--- src/design/crsf_pkg.sv ---
package crsf_pkg;
   localparam int MaxRows      = 1024;
   localparam int MaxEntries   = 4096;
   localparam int IdBits       = 16;
   localparam int FracBits     = 16;
   localparam int RowAw        = $clog2(MaxRows + 1);
   localparam int EntAw        = $clog2(MaxEntries);
   localparam int OffW         = $clog2(MaxEntries + 1);
   localparam int CntW         = 32;
   localparam int TotW         = 44;
   localparam int FracW        = FracBits + 1;
   localparam int NumW         = CntW + FracBits;

   typedef enum logic [1:0] {
      OP_LOAD_OFFSET = 2'd0,
      OP_LOAD_ENTRY  = 2'd1,
      OP_QUERY       = 2'd2,
      OP_NONE        = 2'd3
   } op_type;

   typedef struct packed {
      logic            start;
      logic [NumW-1:0] numer;
      logic [TotW-1:0] denom;
   } div_req_type;
endpackage

--- src/design/crsf_divider.sv ---
module crsf_divider (
   input  logic                      clock,
   input  logic                      reset,
   input  crsf_pkg::div_req_type     div_req,
   output logic                      div_done,
   output logic [crsf_pkg::FracW-1:0] div_quot
);
   import crsf_pkg::*;

   localparam int StepW = $clog2(NumW + 1);

   logic [NumW-1:0]  num_ff, num_in;
   logic [TotW:0]    rem_ff, rem_in;
   logic [TotW-1:0]  den_ff, den_in;
   logic [StepW-1:0] step_ff, step_in;
   logic             busy_ff, busy_in, done_ff, done_in;
   logic [TotW:0]    trial;

   // restoring division, one quotient bit per cycle; quotient shifts into num
   always_comb begin
      num_in  = num_ff;
      rem_in  = rem_ff;
      den_in  = den_ff;
      step_in = step_ff;
      busy_in = busy_ff;
      done_in = 1'b0;
      trial   = {rem_ff[TotW-1:0], num_ff[NumW-1]};
      if (div_req.start) begin
         num_in  = div_req.numer;
         den_in  = div_req.denom;
         rem_in  = '0;
         step_in = StepW'(NumW);
         busy_in = 1'b1;
      end else if (busy_ff) begin
         if (trial >= {1'b0, den_ff}) begin
            rem_in = trial - {1'b0, den_ff};
            num_in = {num_ff[NumW-2:0], 1'b1};
         end else begin
            rem_in = trial;
            num_in = {num_ff[NumW-2:0], 1'b0};
         end
         step_in = step_ff - 1'b1;
         if (step_ff == StepW'(1)) begin
            busy_in = 1'b0;
            done_in = 1'b1;
         end
      end
   end

   always_ff @(posedge clock) begin
      num_ff  <= num_in;
      rem_ff  <= rem_in;
      den_ff  <= den_in;
      step_ff <= step_in;
      if (reset) begin
         busy_ff <= 1'b0;
         done_ff <= 1'b0;
      end else begin
         busy_ff <= busy_in;
         done_ff <= done_in;
      end
   end

   assign div_done = done_ff;
   assign div_quot = num_ff[FracW-1:0];

   property p_done_after_busy;
      @(posedge clock) disable iff (reset) div_done |-> $past(busy_ff);
   endproperty
   a_done_after_busy: assert property (p_done_after_busy)
      else $error("divider done without work");
endmodule

--- config.mk ---
export PLATFORM = sky130hd
export DESIGN_NAME = crsf_divider
export DESIGN_NICKNAME = d
export VERILOG_FILES = /design/src/design/crsf_pkg.sv /design/src/design/crsf_divider.sv
export SDC_FILE = /design/constraint.sdc
export NUM_CORES = 1
export LEC_CHECK = 0
export ABC_AREA = 0
export ABC_CLOCK_PERIOD_IN_PS = 3100
export BUFFER_PORTS_ARGS = -buffer_cell sky130_fd_sc_hd__buf_4
export CAP_MARGIN = 20
export CELL_PAD_IN_SITES_DETAIL_PLACEMENT = 2
export CELL_PAD_IN_SITES_GLOBAL_PLACEMENT = 2
export CORE_MARGIN = 3
export CORE_UTILIZATION = 34
export CTS_BUF_LIST = sky130_fd_sc_hd__clkbuf_16
export CTS_CLUSTER_DIAMETER = 60
export DETAILED_ROUTE_END_ITERATION = 7
export PLACE_DENSITY_LB_ADDON = 0.1
export SYNTH_ARGS = -nofsm -noshare
export SYNTH_HDL_FRONTEND = slang
export SYNTH_SLANG_ARGS = --single-unit
--- constraint.sdc ---
create_clock -name clock -period 3.1 [get_ports clock]
set_clock_uncertainty 0.1 [all_clocks]
set_input_delay 0.465 -clock clock [delete_from_list [all_inputs] [get_ports clock]]
set_output_delay 0.465 -clock clock [all_outputs]
set_load 0.02 [all_outputs]
[After elaboration in Yosys (flattened, before gate mapping)]
Cells that the tools add are included.
Operators by class
  reduce and logical (&&, ||, !) cells: 2
  bitwise gates (word level): 1
  eq/ne operators: 1
  multiplexer cells: 8
  order comparisons: 1
  add/sub/neg operators: 2
Operator list (number)
  48-bit 2-to-1 mux: 2
  45-bit by 44-bit >= comparator with 1-bit output: 1
  44-bit 2-to-1 mux: 1
  44-bit subtractor: 1
  6-bit by 1-bit == test with 1-bit output, second input constant: 1
  6-bit by 1-bit subtractor with 6-bit output, second input constant: 1
  1-bit 2-to-1 mux: 5
  3-bit OR reduction: 1
  2-bit nonzero test: 1
  1-bit NOT: 1
Storage, ports and cells
  flip-flop bits (word level): 144
  word-level logic and storage cells: 21
  output and inout bits: 18
  input bits: 95

[Logic depth before layout (Yosys ltp)]
Gate-level depths: netlist (run 1).
  depth after elaboration: 4
  mapped depth: 14
  mapped depth without buffers: 13

[Worst setup path after synthesis (run 1)]
Ideal clock, no wire load.
  path kind: reg2reg
  from: register num_ff[47]
  to: register rem_ff[36]
  setup time: 117 ps
  stages on the path, launching flop included: 14
  arrival time: 2749 ps
  slack: 134 ps
  data required time: 2883 ps
  period minus slack after synthesis: 2966 ps
  cells stage by stage: edfxtp_1 > inv_1 > ha_1 > fa_1 > nor2b_1 > o2111ai_1 > a2111oi_2 > o31a_1 > a21oi_1 > o21bai_1 > a21oi_1 > xor2_1 > o21ai_0 > a22o_1
On the way
  word-level cells in the longest chain between the ends: 2
Ends and longest elaborated chain
  from (decl): RTL line crsf_divider.sv:12  | logic [NumW-1:0] num_ff, num_in;
  from (signal assigned): RTL line crsf_divider.sv:51  | num_ff <= num_in;
  44-bit subtractor or 45-bit by 44-bit >= comparator with 1-bit output (tied branches): RTL line crsf_divider.sv:36, crsf_divider.sv:35
  44-bit 2-to-1 mux *: RTL line crsf_divider.sv:35  | if (trial >= {1'b0, den_ff}) begin
  to (signal assigned): RTL line crsf_divider.sv:52  | rem_ff <= rem_in;
  to (decl): RTL line crsf_divider.sv:13  | logic [TotW:0] rem_ff, rem_in;
Every way passes the cells marked *; elsewhere a longest branch is shown, timed or not.
A chain may end at the register's enable or synchronous reset.

[Worst setup path after layout (run 1)]
  from: register den_ff[2]
  to: register rem_ff[9]
On the way
  word-level cells in the longest chain between the ends: 2
Ends and longest elaborated chain
  from (decl): RTL line crsf_divider.sv:14  | logic [TotW-1:0] den_ff, den_in;
  from (signal assigned): RTL line crsf_divider.sv:53  | den_ff <= den_in;
  44-bit subtractor or 45-bit by 44-bit >= comparator with 1-bit output (tied branches): RTL line crsf_divider.sv:36, crsf_divider.sv:35
  44-bit 2-to-1 mux *: RTL line crsf_divider.sv:35
Marked as above.

==> impl_metrics.tcl, run 1 <==
set metrics [dict create \
    tritoncts "done" \
    antenna_cells_inserted 0 \
    cp_arrival_ns 3.48 \
    die_width_um 163 \
    worstReg2RegStart "den_ff[2]" \
    max_slew.worst_pin.slew_ns 0.742 \
    ys.warnings.count 0 \
    final.hold.worst_slack_ns 0.0982 \
    endpoint_kind "flip-flop" \
    worstHoldPathCells 2 \
    htree_num_levels 4 \
    num-nets-final 1148 \
    syn_inst 828 \
    initialDrtViolationCount 251 \
    finalHoldViolCount 0 \
    timing.critical_path.slowest_cell_delay_ns 0.35 \
    fillCellCount 2426 \
    dp.final_hpwl_um 17900 \
    place.port_buffers 112 \
    cp_max_fo 7 \
    critical_path.top_delay_family "compound AO/OA/AOI/OAI gates" \
    crit_path_cell_trace "inv_2, ha_4, and3_4, o21ai_2, buf_6, a211oi_4, nor3_4, o31ai_4, a31o_4, a31oi_4, buf_12, buf_12, buf_16, nor2_2, a21oi_2, a211oi_1" \
    critical-path-slowest-cell "edfxtp_1" \
    report.final.setup_viol 37 \
    vias 7143 \
    synth.avg_cell_area_sq_um 10.1 \
    reg2reg_depth 16 \
    placeableCoreArea_sq_um 23800 \
    floorplan.io_pins 113 \
    vias_per_cell 5.34 \
    numPlacedInstances 1268 \
    grtUsageTotal_pct 20.3 \
    ir_drop_mv 0.302 \
    cts.clk_slew.worst_paths_ns 0.07 \
    firstDrtPassIters 4 \
    drt_wl_total_um 30000 \
    drive_gt1_share_pct 43.8 \
    synth_async_sr_flop_share_pct 0 \
    syn_to_final_growth_pct 42.0 \
    worst-endpoint-required_ns 3.34 \
    critPathKind "flip-flop to flip-flop" \
    drcViolationCount 0 \
    synth_top_cell_area_share_pct 33.1 \
    powerDensity_nw_per_um2 560 \
    grt_max_degree 57 \
    worst-r2r-setup-slack_ns -0.14 \
    grt_pass1_vias 7878 \
    grt_antenna_before_repair 0 \
    synth-edff-count 92 \
    initial_utilization_pct 35.0 \
    hold_path_startpoint "reset" \
    first_pass_grt_wire_length_um 42800 \
    cp.buffers_inverters 5 \
    gr-total-overflow 0 \
    leakage_nw 4.79 \
    result_of_the_run "finished with violations" \
    ys_ff_latch 144 \
    crit_top_cell "buf_12" \
    grt_setup_unrepaired "yes" \
    timing.max_slew.rel_slack_pct 50.6 \
    post_layout_nonfiller_instances 1338 \
    cts.sinks 144 \
    fmax_mhz 309 \
    post_synth_main_area_contributors "edfxtp_1 33%, dfxtp_1 12%, ha_1 6.9%, mux2_2 6.3%, a21oi_1 4.7%" \
    num_rows 56 \
    whs_endpoint "busy_ff" \
    reg2reg_to "rem_ff[9]" \
    post_synth_instance_area_sq_um 8340 \
    synth_nets 970 \
    detail_route.wl_per_cell_um 22.4 \
    final_period_demand_of_the_worst_path_ns 3.24 \
    post_synth_num_cell_types 71 \
    routabilityCongestion 0.845 \
    setup.worst_path.start_class "flip-flop" \
    timing.final.max_slew_violations 0 \
    most-common-layout-cells "195 x buf_4, 92 x edfxtp_1, 64 x nor2_1, 53 x inv_1, 51 x dfxtp_1" \
    period_utilization_post_route_pct 104 \
    power_total_mw 6.63 \
    insertion_delay_ns 0.44 \
    timing.hold.worst.class "primary input to flip-flop" \
    cts_buffers 17 \
    fp.dieH_um 163 \
    final_common_cell "buf_4" \
    clock_tree.buffer_depth 2 \
    postCtsHoldBufs 0 \
    library_cell_with_the_largest_summed_area_after_synthesis "edfxtp_1" \
    synth_ff_type "edfxtp_1" \
    violations "negative setup slack" \
    layout_setup_ws_ns -0.138 \
    post_drt_antenna_nets 0 \
    max_cap_violations 0 \
    ys_seq_area_share_pct 45.6 \
    critPathLaunch "den_ff[2]" \
    cts.root.buffer_cell "clkbuf_16" \
    die_area_sq_um 26500 \
]
==> repair_timing <==
| action | 4_1_cts | 5_1_grt |
|---|---|---|
| gates resized for setup | 61 | 142 |
| buffers inserted | 13 | 14 |
| pin swaps | 9 | 60 |
| gates cloned | 2 | 9 |
| endpoints found under the setup margin | 45 | 45 |
==> layout make-up <==
type | count | area [sq um] | area share, %
Multi-Input combinational cell | 568 | 4890 | 41.2
Inverter | 58 | 218 | 1.84
Sequential cell | 144 | 3800 | 32.1
Clock inverter | 15 | 219 | 1.85
Timing Repair Buffer | 217 | 1900 | 16.0
Tap cell | 319 | 399 | 3.37
Clock buffer | 17 | 425 | 3.59
==> worst max path at each step <==
stage,cells past startpoint,to
after floorplan,13,rem_ff[36]
after global placement,13,rem_ff[43]
after detailed placement,13,rem_ff[43]
after CTS,12,rem_ff[42]
after global routing,15,rem_ff[9]
final,16,rem_ff[9]
==> cells in the mapped netlist, drive strengths merged, types with 3 or more instances <==
master	count
nand2b	7
a31oi	9
nand3	5
inv	58
mux2i	5
xnor2	25
nand4	13
a32oi	4
mux2	47
clkbuf	27
a2111oi	3
a21boi	3
nor2b	10
o21bai	10
a31o	4
o21ai	35
xor2	16
buf	31
a21oi	78
a211oi	34
nor4	3
and3	4
or2	3
nor3	13
nand2	44
dfxtp	52
a21o	20
o211ai	5
and2	4
ha	46
nor2	81
o21a	4
edfxtp	92
==> metrics by stage <==
stage          setup slack [ns]  util (%)  TNS (ns)  instance area, sq um
5_1_grt                  -0.308      49.7     -7.79                 11800
4_1_cts                 -0.0379      45.9   -0.0957                 10900
2_1_floorplan             0.134         -         0                  8340
6_report                 -0.138      49.7     -2.24                 11800
3_3_place_gp            -0.0848      41.1     -1.71                  9800
3_5_place_dp             -0.228      41.1     -5.73                  9800
==> per-layer routing <==
layer  vias to the layer above  wire length (um)  track usage, %
li1                       3347                 -               -
met1                      3578             12400            24.8
met2                       172             15500            36.6
met3                        46              1370            4.20
met4                         0               702            5.07
met5                         -                 0               0
==> registers in the layout (all words and copies together) (netlist names) <==
| register | count |
|---|---|
| num_ff | 48 |
| div_done | 1 |
| rem_ff | 44 |
| step_ff | 6 |
| den_ff | 44 |
| busy_ff | 1 |
==> report_power, final <==
group          internal (mW)  switching, mW
combinational          0.902           1.05
sequential              2.23          0.117
clock                   1.38          0.953
==> cells by family (layout without fill, tap and decap cells) <==
kind of cell,count (synthesis),in the layout,synth area share (%)
fa+ha+maj,47,47,7.14
compound gates,231,231,18.3
xor+xnor,41,41,4.30
simple gates,197,197,11.0
flops,144,144,45.6
buf+inv,116,307,6.63
mux,52,52,6.94
(Power assumes the default switching activity.)
==> inputs of run 2 (changes only) <==
--- a/config.mk
+++ b/config.mk
@@ -5,18 +5,18 @@
 export SDC_FILE = /design/constraint.sdc
 export NUM_CORES = 1
 export LEC_CHECK = 0
-export ABC_AREA = 0
+export ABC_AREA = 1
 export ABC_CLOCK_PERIOD_IN_PS = 3100
 export BUFFER_PORTS_ARGS = -buffer_cell sky130_fd_sc_hd__buf_4
 export CAP_MARGIN = 20
 export CELL_PAD_IN_SITES_DETAIL_PLACEMENT = 2
 export CELL_PAD_IN_SITES_GLOBAL_PLACEMENT = 2
 export CORE_MARGIN = 3
-export CORE_UTILIZATION = 34
+export CORE_UTILIZATION = 30
 export CTS_BUF_LIST = sky130_fd_sc_hd__clkbuf_16
 export CTS_CLUSTER_DIAMETER = 60
 export DETAILED_ROUTE_END_ITERATION = 7
-export PLACE_DENSITY_LB_ADDON = 0.1
+export PLACE_DENSITY_LB_ADDON = 0.08
 export SYNTH_ARGS = -nofsm -noshare
 export SYNTH_HDL_FRONTEND = slang
 export SYNTH_SLANG_ARGS = --single-unit
==> impl_metrics.tcl, run 2 <==
set metrics [dict create \
    p_switching_mw 1.33 \
    finalHoldViolCount 0 \
    num_rows 65 \
    cp_arrival_ns 2.98 \
    post_synth_main_area_contributors "edfxtp_1 28%, nand2_1 22%, dfxtp_1 11%, inv_1 9.1%, ha_1 5.9%" \
    reg.largest.list "num_ff x48, den_ff x44, rem_ff x44" \
    die_area_sq_um 34700 \
    gr-total-overflow 0 \
    ys.warnings.count 0 \
    firstDrtPassIters 4 \
    dp.final_hpwl_um 26800 \
    insertion_delay_ns 0.45 \
    drive_gt1_share_pct 12.5 \
    max_cap_violations 0 \
    largest_register "num_ff" \
    vias 9055 \
    max_slew.worst_pin.slew_ns 0.695 \
    synth_top_cell_area_share_pct 28.3 \
    post_synth_num_cell_types 39 \
    power_total_mw 4.78 \
    place.port_buffers 112 \
    syn_inst 1424 \
    ir_drop_mv 0.386 \
    period_utilization_post_route_pct 88.4 \
    cts.sinks 144 \
    tritoncts "done" \
    clock_tree.buffer_depth 2 \
    detailed_place.area_sq_um 11000 \
    leakage_nw 6.01 \
    grt_max_degree 48 \
    post_drt_antenna_nets 0 \
    floorplan.io_pins 113 \
    htree_num_levels 4 \
    result_of_the_run "finished clean" \
    setup.worst_path.start_class "flip-flop" \
    drt_wl_total_um 33800 \
    post-cts-setup-buffer-count 0 \
    cts.clk_slew.worst_paths_ns 0.06 \
    ys_seq_area_share_pct 39.0 \
    final_core_utilization_pct 36.2 \
    fmax_mhz 365 \
    grt_pass1_vias 9888 \
    final_common_cell "nand2_1" \
    initialDrtViolationCount 376 \
    timing.max_slew.rel_slack_pct 53.6 \
    layout.cell_area.non_filler_sq_um 11500 \
    post_synth_instance_area_sq_um 9760 \
    powerDensity_nw_per_um2 415 \
    report.final.setup_viol 0 \
    cp_max_fo 44 \
    grtUsageTotal_pct 19.6 \
    synth_ff_type "edfxtp_1" \
    synth_async_sr_flop_share_pct 0 \
    most-common-layout-cells "585 x nand2_1, 239 x inv_1, 119 x buf_4, 108 x nand3_1, 92 x edfxtp_1" \
    post-synth-top-count-cell "nand2_1" \
    synth_nets 1566 \
    grt_antenna_before_repair 0 \
    synth_commonest_cells "585 x nand2_1, 237 x inv_1, 108 x nand3_1" \
    endpoint_kind "flip-flop" \
    synth.avg_cell_area_sq_um 6.86 \
    intPower_mw 3.44 \
    drcViolationCount 0 \
    timing.hold.worst.class "primary input to flip-flop" \
    routabilityCongestion 0.827 \
    fp.dieH_um 186 \
    vias_per_cell 4.61 \
    p_comb_share_pct 13.3 \
    initial_utilization_pct 30.7 \
    library_cell_with_the_largest_summed_area_after_synthesis "edfxtp_1" \
    final_period_demand_of_the_worst_path_ns 2.74 \
    antenna_cells_inserted 0 \
    cts.root.buffer_cell "clkbuf_16" \
    timing.final.max_slew_violations 0 \
    power_frac_seq_pct 46.7 \
    detail_route.wl_per_cell_um 17.2 \
    postCtsHoldBufs 0 \
    finalSetupTns_ns 0 \
    die_width_um 186 \
    cts_buffers 17 \
    placeableCoreArea_sq_um 31800 \
    synth-edff-count 92 \
    power_switching_share_pct 27.9 \
    syn_to_final_growth_pct 18.0 \
    worst-r2r-setup-slack_ns 0.36 \
    largest_register_ffs 48 \
    power_frac_clock_pct 40.0 \
    critPathKind "flip-flop to flip-flop" \
    first_pass_grt_wire_length_um 54200 \
    cts.repair.resized 0 \
    grt_setup_unrepaired "no" \
    ys_ff_latch 144 \
    worst-endpoint-required_ns 3.34 \
    num-nets-final 1661 \
]
run 2: cells by family after synthesis:
family	after synthesis	synth area share (%)
flip-flops	144	39.0
XOR/XNOR	23	2.06
AND/OR/NAND/NOR	830	35.8
adder cells (fa/ha/maj)	47	6.10
AO/OA/AOI/OAI	77	4.24
buffers and inverters	303	12.9
run 2: power by group through the flow:
stage                     combinational, mW  clock [mW]  sequential (mW)
after global placement                0.633           0             2.27
after CTS                             0.652        1.98             2.23
after global routing                  0.721        2.05             2.25
after floorplan                       0.396           0             2.26
after detailed placement              0.649           0             2.27
final                                 0.637        1.91             2.23
run 2: routing by layer:
layer | vias to the layer above | track usage, % | wire, um
met3 | 23 | 3.93 | 1240
li1 | 4571 | - | -
met2 | 127 | 34.1 | 16500
met1 | 4334 | 24.8 | 15500
met4 | 0 | 5.52 | 591
met5 | - | 0 | 0
run 2: critical path, stage by stage, from the launching register on:
cell      delay [ns]
edfxtp_1        0.33
inv_1           0.04
ha_1            0.37
nand2_1         0.15
nor2_1          0.30
nand2_1         0.19
nor2_2          0.19
nand2_4         0.08
nand2_4         0.08
nand2_4         0.17
nand2_8         0.30
nand2_1         0.13
nand3_1         0.10
nand2_1         0.05
run 2: final timing paths:
path | from | end | cells after the start
worst max-delay path | den_ff[28] | rem_ff[25] | 13
worst min-delay path | reset | busy_ff | 2
worst max register to register | den_ff[28] | rem_ff[25] | 13
worst min register to register | rem_ff[20] | rem_ff[20] | 2
run 2: layout make-up:
type                    instances  area (sq um)
flip-flops and latches        144          3800
clock buffers                  17           425
repair buffers                123           973
fillers                      3920         20300
multi-input cells             977          4710
inverters                     256           961
well taps                     435           544
clock inverters                14          97.6
run 2: stage by stage:
| step | hold slack (ns) | std cells | worst slack, ns |
|---|---|---|---|
| 2_1_floorplan | 0.344 | 1424 | 0.0336 |
| 3_3_place_gp | 0.360 | 1935 | 0.341 |
| 3_5_place_dp | 0.365 | 1935 | 0.300 |
| 4_1_cts | 0.0461 | 1966 | 0.296 |
| 5_1_grt | 0.0609 | 1966 | 0.0918 |
| 6_report | 0.0774 | 1966 | 0.360 |
==> inputs of run 3 (changes only) <==
--- a/config.mk
+++ b/config.mk
@@ -17,6 +17,7 @@
 export CTS_CLUSTER_DIAMETER = 60
 export DETAILED_ROUTE_END_ITERATION = 7
 export PLACE_DENSITY_LB_ADDON = 0.08
+export REMOVE_ABC_BUFFERS = 1
 export SYNTH_ARGS = -nofsm -noshare
 export SYNTH_HDL_FRONTEND = slang
 export SYNTH_SLANG_ARGS = --single-unit
==> impl_metrics.tcl, run 3 (synthesis gave the netlist of run 2 again) <==
set metrics [dict create \
    place.port_buffers 112 \
    endpoint_kind "flip-flop" \
    fp.dieH_um 186 \
    grt_antenna_before_repair 0 \
    timing.hold.worst.class "primary input to flip-flop" \
    reg.largest.list "num_ff x48, den_ff x44, rem_ff x44" \
    drcViolationCount 0 \
    ir_drop_mv 0.392 \
    first_pass_grt_wire_length_um 54100 \
    critPathKind "flip-flop to flip-flop" \
    final.hold.worst_slack_ns 0.0769 \
    post_drt_antenna_nets 0 \
    worst-endpoint-required_ns 3.33 \
    insertion_delay_ns 0.45 \
    max_slew.worst_pin.slew_ns 0.715 \
    cp_max_fo 44 \
    finalHoldViolCount 0 \
    reg2reg_depth 13 \
    num-nets-final 1663 \
    reg2reg_to "rem_ff[28]" \
    setup.worst_path.start_class "flip-flop" \
    gr-total-overflow 0 \
    max_cap_violations 0 \
    cts_buffers 17 \
    firstDrtPassIters 4 \
    layout.cell_area.non_filler_sq_um 11600 \
    floorplan.io_pins 113 \
    cts.clk_slew.worst_paths_ns 0.07 \
    detailed_place.area_sq_um 11000 \
    worst-r2r-setup-slack_ns 0.38 \
    final_period_demand_of_the_worst_path_ns 2.72 \
    cp_arrival_ns 2.95 \
    syn_to_final_growth_pct 18.4 \
    routabilityCongestion 0.859 \
    met2_layer_usage_reported_by_global_route_pct 34.5 \
    vias 9076 \
    post-cts-setup-buffer-count 0 \
    largest_register_ffs 48 \
    die_width_um 186 \
    result_of_the_run "finished clean" \
    finalSetupTns_ns 0 \
    placeableCoreArea_sq_um 31800 \
    grt_busiest_layer "met2" \
    report.final.setup_viol 0 \
    largest_register "num_ff" \
    groute.layer.met3.usage_pct 3.87 \
    leakage_nw 6.04 \
    cts.root.buffer_cell "clkbuf_16" \
    worstSetupEndpoint "rem_ff[28]" \
    period_utilization_post_route_pct 87.6 \
    final_core_utilization_pct 36.3 \
    grt_setup_unrepaired "no" \
    worstReg2RegStart "den_ff[5]" \
    cts.repair.resized 0 \
    dp.final_hpwl_um 26300 \
    grtUsageTotal_pct 19.5 \
    num_rows 65 \
    critPathLaunch "den_ff[5]" \
    fmax_mhz 368 \
    initial_utilization_pct 30.7 \
    die_area_sq_um 34700 \
    detail_route.wl_per_cell_um 16.9 \
    initialDrtViolationCount 293 \
    tritoncts "done" \
    drt_wl_total_um 33300 \
    grt_pass1_vias 10200 \
    final_common_cell "nand2_1" \
    clock_tree.buffer_depth 2 \
    antenna_cells_inserted 0 \
    cts.sinks 144 \
    timing.final.max_slew_violations 0 \
    grt_max_degree 63 \
    timing.max_slew.rel_slack_pct 52.3 \
    drive_gt1_share_pct 12.6 \
    grt_use_met1_pct 24.3 \
    powerDensity_nw_per_um2 429 \
    postCtsHoldBufs 0 \
    most-common-layout-cells "585 x nand2_1, 240 x inv_1, 123 x buf_4, 108 x nand3_1, 92 x edfxtp_1" \
    htree_num_levels 4 \
    vias_per_cell 4.61 \
]
-- run 3: final cells by class --
cell class	instances	area [sq um]
inverters	256	961
multi-input cells	977	4710
repair buffers	125	963
clock inverters	15	148
clock buffers	17	425
well taps	435	544
fillers	3855	20200
flip-flops and latches	144	3800
-- run 3: power breakdown --
part | switching (mW) | internal (mW)
registers | 0.0466 | 2.18
clock network | 0.913 | 1.18
logic | 0.394 | 0.244
total | 1.35 | 3.61
-- run 3: worst min-delay path by stage --
| stage | startpoint | endpoint | slack, ns | cells after the start |
|---|---|---|---|---|
| after floorplan | rem_ff[17] | rem_ff[17] | 0.34 | 2 |
| after global placement | rem_ff[29] | rem_ff[29] | 0.36 | 2 |
| after detailed placement | rem_ff[23] | rem_ff[23] | 0.36 | 2 |
| after CTS | reset | busy_ff | 0.05 | 2 |
| after global routing | reset | busy_ff | 0.07 | 2 |
| final | reset | busy_ff | 0.08 | 2 |
-- run 3: worst max-delay path: stages (launching register included) --
cell and delay (ns):
edfxtp_1 0.33, inv_1 0.05, ha_1 0.34, nand2_1 0.12
nor2_1 0.29, nand3_1 0.20, nor2_1 0.20, nand2_1 0.12
nor2_4 0.15, nor2_8 0.09, nand2_8 0.28, nand2_1 0.15
nand3_1 0.09, nand2_1 0.05
-- run 3: metrics by stage --
step	setup WS [ns]	power, mW	instances
2_1_floorplan	0.512	2.61	1377
3_3_place_gp	0.391	2.89	1937
3_5_place_dp	0.383	2.92	1937
4_1_cts	0.366	5.06	1969
5_1_grt	0.171	5.19	1969
6_report	0.385	4.96	1969
-- run 3: per-layer routing --
metal | part of all wire (%) | routed length (um) | up-vias
li1 | - | - | 4584
met1 | 47 | 15500 | 4339
met2 | 48 | 16000 | 127
met3 | 3.8 | 1270 | 26
met4 | 1.6 | 544 | 0
met5 | 0 | 0 | -
